**src/assert_macros.svh**
```systemverilog
// assertion helpers for the hole fill block
`ifndef ASSERT_MACROS_SVH
`define ASSERT_MACROS_SVH
`ifndef SYNTHESIS
`define VHF_ASSERT_IMP(label, clk, rst_n, a, c) \
	label: assert property (@(posedge clk) disable iff (!rst_n) (a) |-> (c)) else $error("violated");
`define VHF_ASSERT_NEXT(label, clk, rst_n, a, c) \
	label: assert property (@(posedge clk) disable iff (!rst_n) (a) |=> (c)) else $error("violated");
`else
`define VHF_ASSERT_IMP(label, clk, rst_n, a, c)
`define VHF_ASSERT_NEXT(label, clk, rst_n, a, c)
`endif
`endif

```
**src/vhf_mul.sv**
```systemverilog
`timescale 1ns / 1ps
// ----------------------------------------------------------------------------
// vhf_mul
// Registered sample by scale multiplier feeding the byte conversion.
// ----------------------------------------------------------------------------
module vhf_mul (
	input  logic        clk,
	input  logic [15:0] a,
	input  logic [15:0] b,
	output logic [31:0] p_q
);
	always_ff @(posedge clk) begin
		p_q <= a * b;
	end
endmodule

```
**config.mk**
```make
export PLATFORM = sky130hd
export DESIGN_NAME = vhf_mul
export DESIGN_NICKNAME = d
export VERILOG_FILES = /design/src/assert_macros.svh /design/src/vhf_mul.sv
export SDC_FILE = /design/constraint.sdc
export NUM_CORES = 1
export LEC_CHECK = 0
export ABC_AREA = 1
export ABC_CLOCK_PERIOD_IN_PS = 5200
export BUFFER_PORTS_ARGS = -buffer_cell sky130_fd_sc_hd__clkbuf_2
export CAP_MARGIN = 20
export CORE_ASPECT_RATIO = 2
export CORE_UTILIZATION = 50
export DETAILED_ROUTE_END_ITERATION = 10
export PLACE_DENSITY = 0.66
export SKIP_LAST_GASP = 1
export SYNTH_ARGS = -nofsm -noshare
export SYNTH_HDL_FRONTEND = slang
export SYNTH_SLANG_ARGS = --single-unit
```
**constraint.sdc**
```tcl
create_clock -name clk -period 5.2 [get_ports clk]
set_input_delay 0.26 -clock clk [delete_from_list [all_inputs] [get_ports clk]]
set_output_delay 0.26 -clock clk [all_outputs]
set_load 0.02 [all_outputs]
```
==> results of run 1 <==
==> routing by layer <==
metal | track usage, % | part of all wire [%] | vias up | wire length [microns]
li1 | - | - | 4040 | -
met5 | 0 | 0 | - | 0
met3 | 2.616 | 3.6 | 104 | 951
met1 | 29.04 | 34 | 4036 | 9022
met2 | 51.24 | 54 | 212 | 14290
met4 | 21.38 | 9.1 | 0 | 2419
==> critical path: cells and delay by family <==
family / cells / cell delay (ns)
AO/OA/AOI/OAI: 1 / 0.20
buffers and inverters: 7 / 0.60
adder cells (fa/ha/maj): 7 / 3.31
AND/OR/NAND/NOR: 9 / 0.81
==> synth_stat cells (3+ instances only) <==
| master | number | area [sq um] |
|---|---|---|
| dfxtp_1 | 32 | 640.6 |
| nand2_1 | 450 | 1689 |
| clkbuf_1 | 64 | 240.2 |
| ha_1 | 104 | 1301 |
| xnor2_1 | 3 | 26.28 |
| nand2_2 | 8 | 50.05 |
| nand3_1 | 27 | 135.1 |
| nor2_2 | 5 | 31.28 |
| xor2_1 | 15 | 131.4 |
| inv_1 | 433 | 1625 |
| nor2_1 | 33 | 123.9 |
| nand4_1 | 4 | 25.02 |
| a21oi_1 | 17 | 85.08 |
| nand3_2 | 5 | 50.05 |
| fa_1 | 194 | 3884 |
==> kinds of logic after synthesis <==
logic type | share of synthesized area (%)
and+or+nand+nor | 21.39
adders and majority gates | 51.27
DFF | 6.335
AOI/OAI and AO/OA | 0.9899
xor gates and xnor gates | 1.559
buffers and inverters | 18.45
==> final cells by class <==
cell class	instances	area, sq um
Fill cell	1899	8618
Tap cell	262	327.8
Inverter	433	1625
Sequential cell	32	640.6
Multi-Input combinational cell	872	7610
Clock inverter	1	7.507
Timing Repair Buffer	133	848.3
Clock buffer	7	142.6
==> path summary, 6_finish.rpt <==
path                  from  endpoint  slack, ns  cells past startpoint
worst min-delay path  b[0]    p_q[0]       0.45                      3
worst max-delay path  a[3]   p_q[29]       0.18                     24
==> stage by stage <==
stage	cell area [sq um]	setup TNS (ns)
after floorplan	10110	0
after global placement	11040	-1.113
after detailed placement	11040	-0.8564
after CTS	11190	0
after global routing	11200	-0.003045
final	11200	0
==> timing repair <==
item                                    in CTS  in global routing
endpoints found under the setup margin       0                  9
endpoints found under the hold margin        0                  0
resized for setup                            0                 16
hold buffers                                 0                  0
==> impl_metrics.yaml, run 1 <==
timing:
  maxSlewHeadroom_pct: 71.18
  setup_slack_ns: 0.1770
  period_needed_ns: 5.023
  tightest_slew_ns: 0.4324
  max_freq_ghz: 0.1991
  hold_ws_ns: 0.4454
  setup_viol_count_final: 0
  hold_viol_final: 0
  slew_viol_final: 0
  rsz0062_at_grt: "yes"
  layout_worst_path_cycle_share_pct: 96.60
worst_setup_path:
  slowest_delay_ns: 0.54
  startpoint_type: "input pin"
  cp_max_fo: 10
  critical_path.cell_chain: "clkbuf_2 -> nand2_1 -> inv_1 -> fa_1 -> inv_1 -> fa_1 -> inv_1 -> fa_1 -> fa_1 -> fa_1 -> inv_1 -> fa_1 -> inv_1 -> ha_1 -> nand2_1 -> inv_1 -> nand2_1 -> nand2_1 -> nand2_1 -> nand2_1 -> a21oi_1 -> nand2_1 -> nand2_1 -> nand2_1"
  cp-end-kind: "register"
  cp.arrival_ns: 5.20
  cpMaxStageDelayCell: "fa_1"
  worst-setup-path-type: "in -> reg"
  crit_required_ns: 5.38
  cpMostUsedCell: "nand2_1"
place:
  io_buffer_count: 64
  dp_slack_ns: -0.1469
  hpwl_mm: 23.67
  gp_congestion: 0.9104
  dp.cells: 1732
final_layout:
  syn_to_final_growth_pct: 10.78
  regMostFlops: "p_q"
  largest_register_ffs: 32
  antennaDiodeCount: 0
  utilization_pct: 56.52
  fin_nets: 1808
  stdcell_count: 1740
  final_cell_mix: "nand2_1, inv_1, fa_1"
  final_common_cell: "nand2_1"
  reg_top3: "p_q x32"
  post_route_cells_drive_above_1_share_pct: 11.03
global_routing:
  grt_overflow: 0
  gr-usage-all-layers_pct: 28.33
  grt_max_degree: 17
  antenna_found_initial: 0
  grt_pass1_vias: 9067
  grt_first_pass_wirelength_mm: 43.94
drt:
  antenna_left: 0
  finalWirelength_mm: 26.69
  vias: 8392
  drt_iter0_markers: 277
  routed_via_density: 4.823
  wl_per_cell_microns: 15.34
  drc_errors: 0
  firstDrtPassIters: 5
synthesis:
  synth.cell_area_sq_um: 10110
  synth_cell_types: 22
  ys_ff_latch: 32
  ys.flop_type: "dfxtp_1"
  synthCells: 1401
  async_flop_share_pct: 0
  seq_area_frac_synth_pct: 6.335
  synth_nets: 1732
  synth-edff-count: 0
  postSynthAreaPerCell_sq_um: 7.218
  yosysWarnings: 0
floorplanning:
  chipHeight_microns: 203.1
  ios: 65
  dieArea_sq_um: 20830
  rows: 73
  core_sq_um: 19820
  start_util_pct: 51.02
  die_w_microns: 102.6
clock_tree:
  clk_path_buf_depth: 2
  cts_tree: "done"
  clock_sinks: 32
  cts_setup_buffers: 0
  cts_buffers: 5
  cts.clk_slew.worst_paths_ns: 0.06
  cts_root_buffer: "clkbuf_16"
  htreeDepth: 2
outcome:
  status: "finished clean"
min_path:
  hp-class: "in -> reg"
run:
  maxCapViolations: 0
Power of run 1 is not shown: default switching activity piles up to over one toggle a cycle in this logic, so the estimate is an artifact.
==> run 2: changes to the inputs <==
--- a/config.mk
+++ b/config.mk
@@ -11,7 +11,10 @@
 export CAP_MARGIN = 20
 export CORE_ASPECT_RATIO = 2
 export CORE_UTILIZATION = 50
+export CTS_BUF_LIST = sky130_fd_sc_hd__clkbuf_2 sky130_fd_sc_hd__clkbuf_4 sky130_fd_sc_hd__clkbuf_8
 export DETAILED_ROUTE_END_ITERATION = 10
+export GPL_ROUTABILITY_DRIVEN = 0
+export HOLD_SLACK_MARGIN = 0.12
 export PLACE_DENSITY = 0.66
 export SKIP_LAST_GASP = 1
 export SYNTH_ARGS = -nofsm -noshare
==> impl_metrics.yaml, run 2 (synthesized netlist as in run 1, its figures left out) <==
worst_setup_path:
  critical_path.cell_chain: "clkbuf_2 -> buf_4 -> nand2_1 -> fa_1 -> fa_1 -> fa_1 -> inv_1 -> fa_1 -> fa_1 -> inv_1 -> fa_1 -> inv_1 -> ha_1 -> nand2_2 -> inv_1 -> nand2_1 -> nand2_1 -> nand3b_2 -> nand2_1 -> nand2_1 -> nand2_1 -> nand2_1"
  cpMaxStageDelayCell: "fa_1"
  cp_max_fo: 10
  critical_path.top_delay_family: "adder cells"
  critical_path_depth: 22
  crit_required_ns: 5.40
  cp-end-kind: "register"
  cpMostUsedCell: "nand2_1"
  startpoint_type: "input pin"
  cp.arrival_ns: 5.24
  worst-setup-path-type: "in -> reg"
  slowest_delay_ns: 0.56
  critical_path.startpoint: "a[10]"
  worst-path-buf-inv: 6
  crit_path_end: "p_q[22]"
global_routing:
  grt_pass1_vias: 9051
  grt_overflow: 0
  grt_first_pass_wirelength_mm: 43.57
  antenna_found_initial: 0
  gr-usage-all-layers_pct: 28.09
  grt_max_degree: 17
clock_tree:
  cts-resized-gates: 0
  cts.clk_slew.worst_paths_ns: 0.07
  cts_setup_buffers: 0
  cts_tree: "done"
  clock_sinks: 32
  clk_path_buf_depth: 2
  htreeDepth: 2
  holdBufCountCts: 0
  cts_buffers: 5
  cts_root_buffer: "clkbuf_8"
timing:
  setup_viol_count_final: 0
  tns_ns: 0
  layout_worst_path_cycle_share_pct: 96.96
  maxSlewHeadroom_pct: 74.04
  period_needed_ns: 5.042
  tightest_slew_ns: 0.3894
  rsz0062_at_grt: "no"
  max_freq_ghz: 0.1983
  slew_viol_final: 0
  setup_slack_ns: 0.1580
  hold_viol_final: 0
drt:
  wl_per_cell_microns: 15.08
  drt_iter0_markers: 307
  vias: 8421
  antenna_left: 0
  finalWirelength_mm: 26.25
  firstDrtPassIters: 6
  routed_via_density: 4.837
  drc_errors: 0
floorplanning:
  die_w_microns: 102.6
  ios: 65
  core_sq_um: 19820
  chipHeight_microns: 203.1
  rows: 73
  start_util_pct: 51.02
  dieArea_sq_um: 20830
final_layout:
  design_area_sq_um: 11150
  n_fill_cell: 1981
  regMostFlops: "p_q"
  syn_to_final_growth_pct: 10.27
  antennaDiodeCount: 0
  reg_top3: "p_q x32"
  fin_nets: 1809
  final_common_cell: "nand2_1"
  regArea_sq_um: 640.6
  final_cell_mix: "nand2_1, inv_1, fa_1"
  largest_register_ffs: 32
  multi_input_area_sq_um: 7606
  post_route_cells_drive_above_1_share_pct: 11.09
place:
  hpwl_mm: 23.01
  io_buffer_count: 64
  dp_slack_ns: -0.1374
  placed_cell_area_sq_um: 11050
outcome:
  status: "finished clean"
run:
  maxCapViolations: 0
min_path:
  hp-class: "in -> reg"
## run 2: changes by cell type in the layout (fill, tap and decap cells not counted)
cell / previous run / this run
buf_4: 69 / 70
clkbuf_2: 53 / 57
clkbuf_16: 5 / 0
buf_2: 7 / 4
a21oi_2: 1 / 0
a21oi_1: 16 / 17
clkbuf_1: 1 / 0
clkbuf_8: 1 / 6
## run 2: how the worst min path moves through the flow
stage / startpoint / endpoint / slack [ns] / depth (start not counted)
detailed placement: p_q[10] / p_q[10] / 0.67 / 1
global placement: p_q[8] / p_q[8] / 0.68 / 1
CTS: b[0] / p_q[0] / 0.39 / 3
finish: b[0] / p_q[0] / 0.39 / 3
global route: b[0] / p_q[0] / 0.42 / 3
floorplan: a[0] / p_q[0] / 0.54 / 3
## run 2: metal layers
layer,vias to the layer above,wire (microns),track usage (%),part of all wire [%]
met5,-,0,0,0
met4,0,1785,16.63,6.8
met3,100,1022,2.169,3.9
met2,223,14460,52.60,55
met1,4060,8974,29.39,34
li1,4038,-,-,-
## run 2: worst min-delay path: cells and delay by family
kind / cells / cell delay, ns
buffers and inverters: 2 / 0.27
AND/OR/NAND/NOR: 1 / 0.13
## run 2: final cells by class
type	instances	share of cell area (%)
Inverter	433	14.58
Timing Repair Buffer	134	7.653
Tap cell	262	2.940
Multi-Input combinational cell	872	68.21
Clock inverter	1	0.06732
Clock buffer	7	0.8079
Sequential cell	32	5.745
## run 2: metrics by stage
step	std cells	hold slack [ns]	util [%]
3_5_place_dp	1733	0.6738	55.73
3_3_place_gp	1733	0.6765	55.73
4_1_cts	1741	0.3932	56.22
6_report	1741	0.3914	56.26
5_1_grt	1741	0.4247	56.26
2_1_floorplan	1401	0.5374	-
Power of run 2 is left out for the same reason.
==> run 3: changes to the inputs <==
--- a/config.mk
+++ b/config.mk
@@ -11,7 +11,6 @@
 export CAP_MARGIN = 20
 export CORE_ASPECT_RATIO = 2
 export CORE_UTILIZATION = 50
-export CTS_BUF_LIST = sky130_fd_sc_hd__clkbuf_2 sky130_fd_sc_hd__clkbuf_4 sky130_fd_sc_hd__clkbuf_8
 export DETAILED_ROUTE_END_ITERATION = 10
 export GPL_ROUTABILITY_DRIVEN = 0
 export HOLD_SLACK_MARGIN = 0.12
==> impl_metrics.yaml, run 3 (synthesized netlist as in run 1, its figures left out) <==
outcome:
  status: "finished clean"
final_layout:
  design_area_sq_um: 11220
  final_cell_mix: "nand2_1, inv_1, fa_1"
  post_route_cells_drive_above_1_share_pct: 11.02
  fin_nets: 1809
  largest_register_ffs: 32
  syn_to_final_growth_pct: 10.91
  final_common_cell: "nand2_1"
  regMostFlops: "p_q"
  reg_top3: "p_q x32"
  utilization_pct: 56.59
worst_setup_path:
  cp_max_fo: 10
  cp.arrival_ns: 5.19
  worst-setup-path-type: "in -> reg"
  cp-end-kind: "register"
  crit_required_ns: 5.38
  startpoint_type: "input pin"
drt:
  finalWirelength_mm: 26.27
  drc_errors: 0
  antenna_left: 0
  drt_iter0_markers: 324
  routed_via_density: 4.801
  vias: 8363
  wl_per_cell_microns: 15.08
  firstDrtPassIters: 5
clock_tree:
  clock_sinks: 32
  cts_root_buffer: "clkbuf_16"
  htreeDepth: 2
  cts_tree: "done"
  clk_path_buf_depth: 2
  cts.clk_slew.worst_paths_ns: 0.05
  cts_buffers: 5
global_routing:
  grt_pass1_vias: 9061
  grt_first_pass_wirelength_mm: 43.64
  antenna_found_initial: 1
  grt_overflow: 0
  gr-usage-all-layers_pct: 28.08
  grt_max_degree: 17
floorplanning:
  ios: 65
  chipHeight_microns: 203.1
  core_sq_um: 19820
  start_util_pct: 51.02
  rows: 73
  dieArea_sq_um: 20830
  die_w_microns: 102.6
place:
  io_buffer_count: 64
  placed_cell_area_sq_um: 11050
  hpwl_mm: 23.01
timing:
  period_needed_ns: 5.014
  hold_viol_final: 0
  rsz0062_at_grt: "no"
  max_freq_ghz: 0.1994
  layout_worst_path_cycle_share_pct: 96.42
  setup_viol_count_final: 0
  hold_ws_ns: 0.4100
  tightest_slew_ns: 0.3774
  maxSlewHeadroom_pct: 74.84
  slew_viol_final: 0
run:
  maxCapViolations: 0
min_path:
  hp-class: "in -> reg"
run 3: routing by layer:
layer | vias to the layer above | wire length [microns] | global-route usage, %
met4 | 0 | 1843 | 16.79
li1 | 4035 | - | -
met5 | - | 0 | 0
met3 | 93 | 1012 | 2.272
met1 | 4018 | 8906 | 29.37
met2 | 217 | 14510 | 52.45
run 3: final cells by class:
class | instances | area (sq um)
Fill cell | 1960 | 8605
Multi-Input combinational cell | 872 | 7606
Inverter | 433 | 1625
Timing Repair Buffer | 134 | 863.3
Sequential cell | 32 | 640.6
Tap cell | 262 | 327.8
Clock buffer | 7 | 142.6
Clock inverter | 1 | 7.507
Antenna cell | 1 | 2.502
run 3: worst paths after layout:
check / startpoint / to / slack [ns] / cells past startpoint
max: a[10] / p_q[22] / 0.19 / 22
min: b[0] / p_q[0] / 0.41 / 3
run 3: repair_timing:
item | in CTS | in global routing
setup endpoints to repair | 0 | 11
gates resized for setup | 0 | 17
setup buffers | 0 | 0
hold buffers | 0 | 0
run 3: metrics by stage:
step / setup slack [ns] / setup TNS (ns) / std cells
2_1_floorplan: 0.07317 / 0 / 1401
3_3_place_gp: -0.1171 / -0.7356 / 1733
3_5_place_dp: -0.1374 / -1.118 / 1733
4_1_cts: 0.1314 / 0 / 1741
5_1_grt: 0.004617 / 0 / 1741
6_report: 0.1862 / 0 / 1742
run 3: critical path, stage by stage:
cell and delay [ns]:
buf_2 0.28, buf_4 0.17, nand2_1 0.06, fa_1 0.51
fa_1 0.49, fa_1 0.56, inv_1 0.06, fa_1 0.51
fa_1 0.50, inv_1 0.05, fa_1 0.48, inv_1 0.05
ha_1 0.35, nand2_1 0.10, nand2_1 0.08, inv_1 0.07
nand2_1 0.09, nand3b_2 0.28, nand2_1 0.11, nand2_1 0.06
nand2_1 0.05, nand2_1 0.04
Power of run 3 is left out for the same reason.
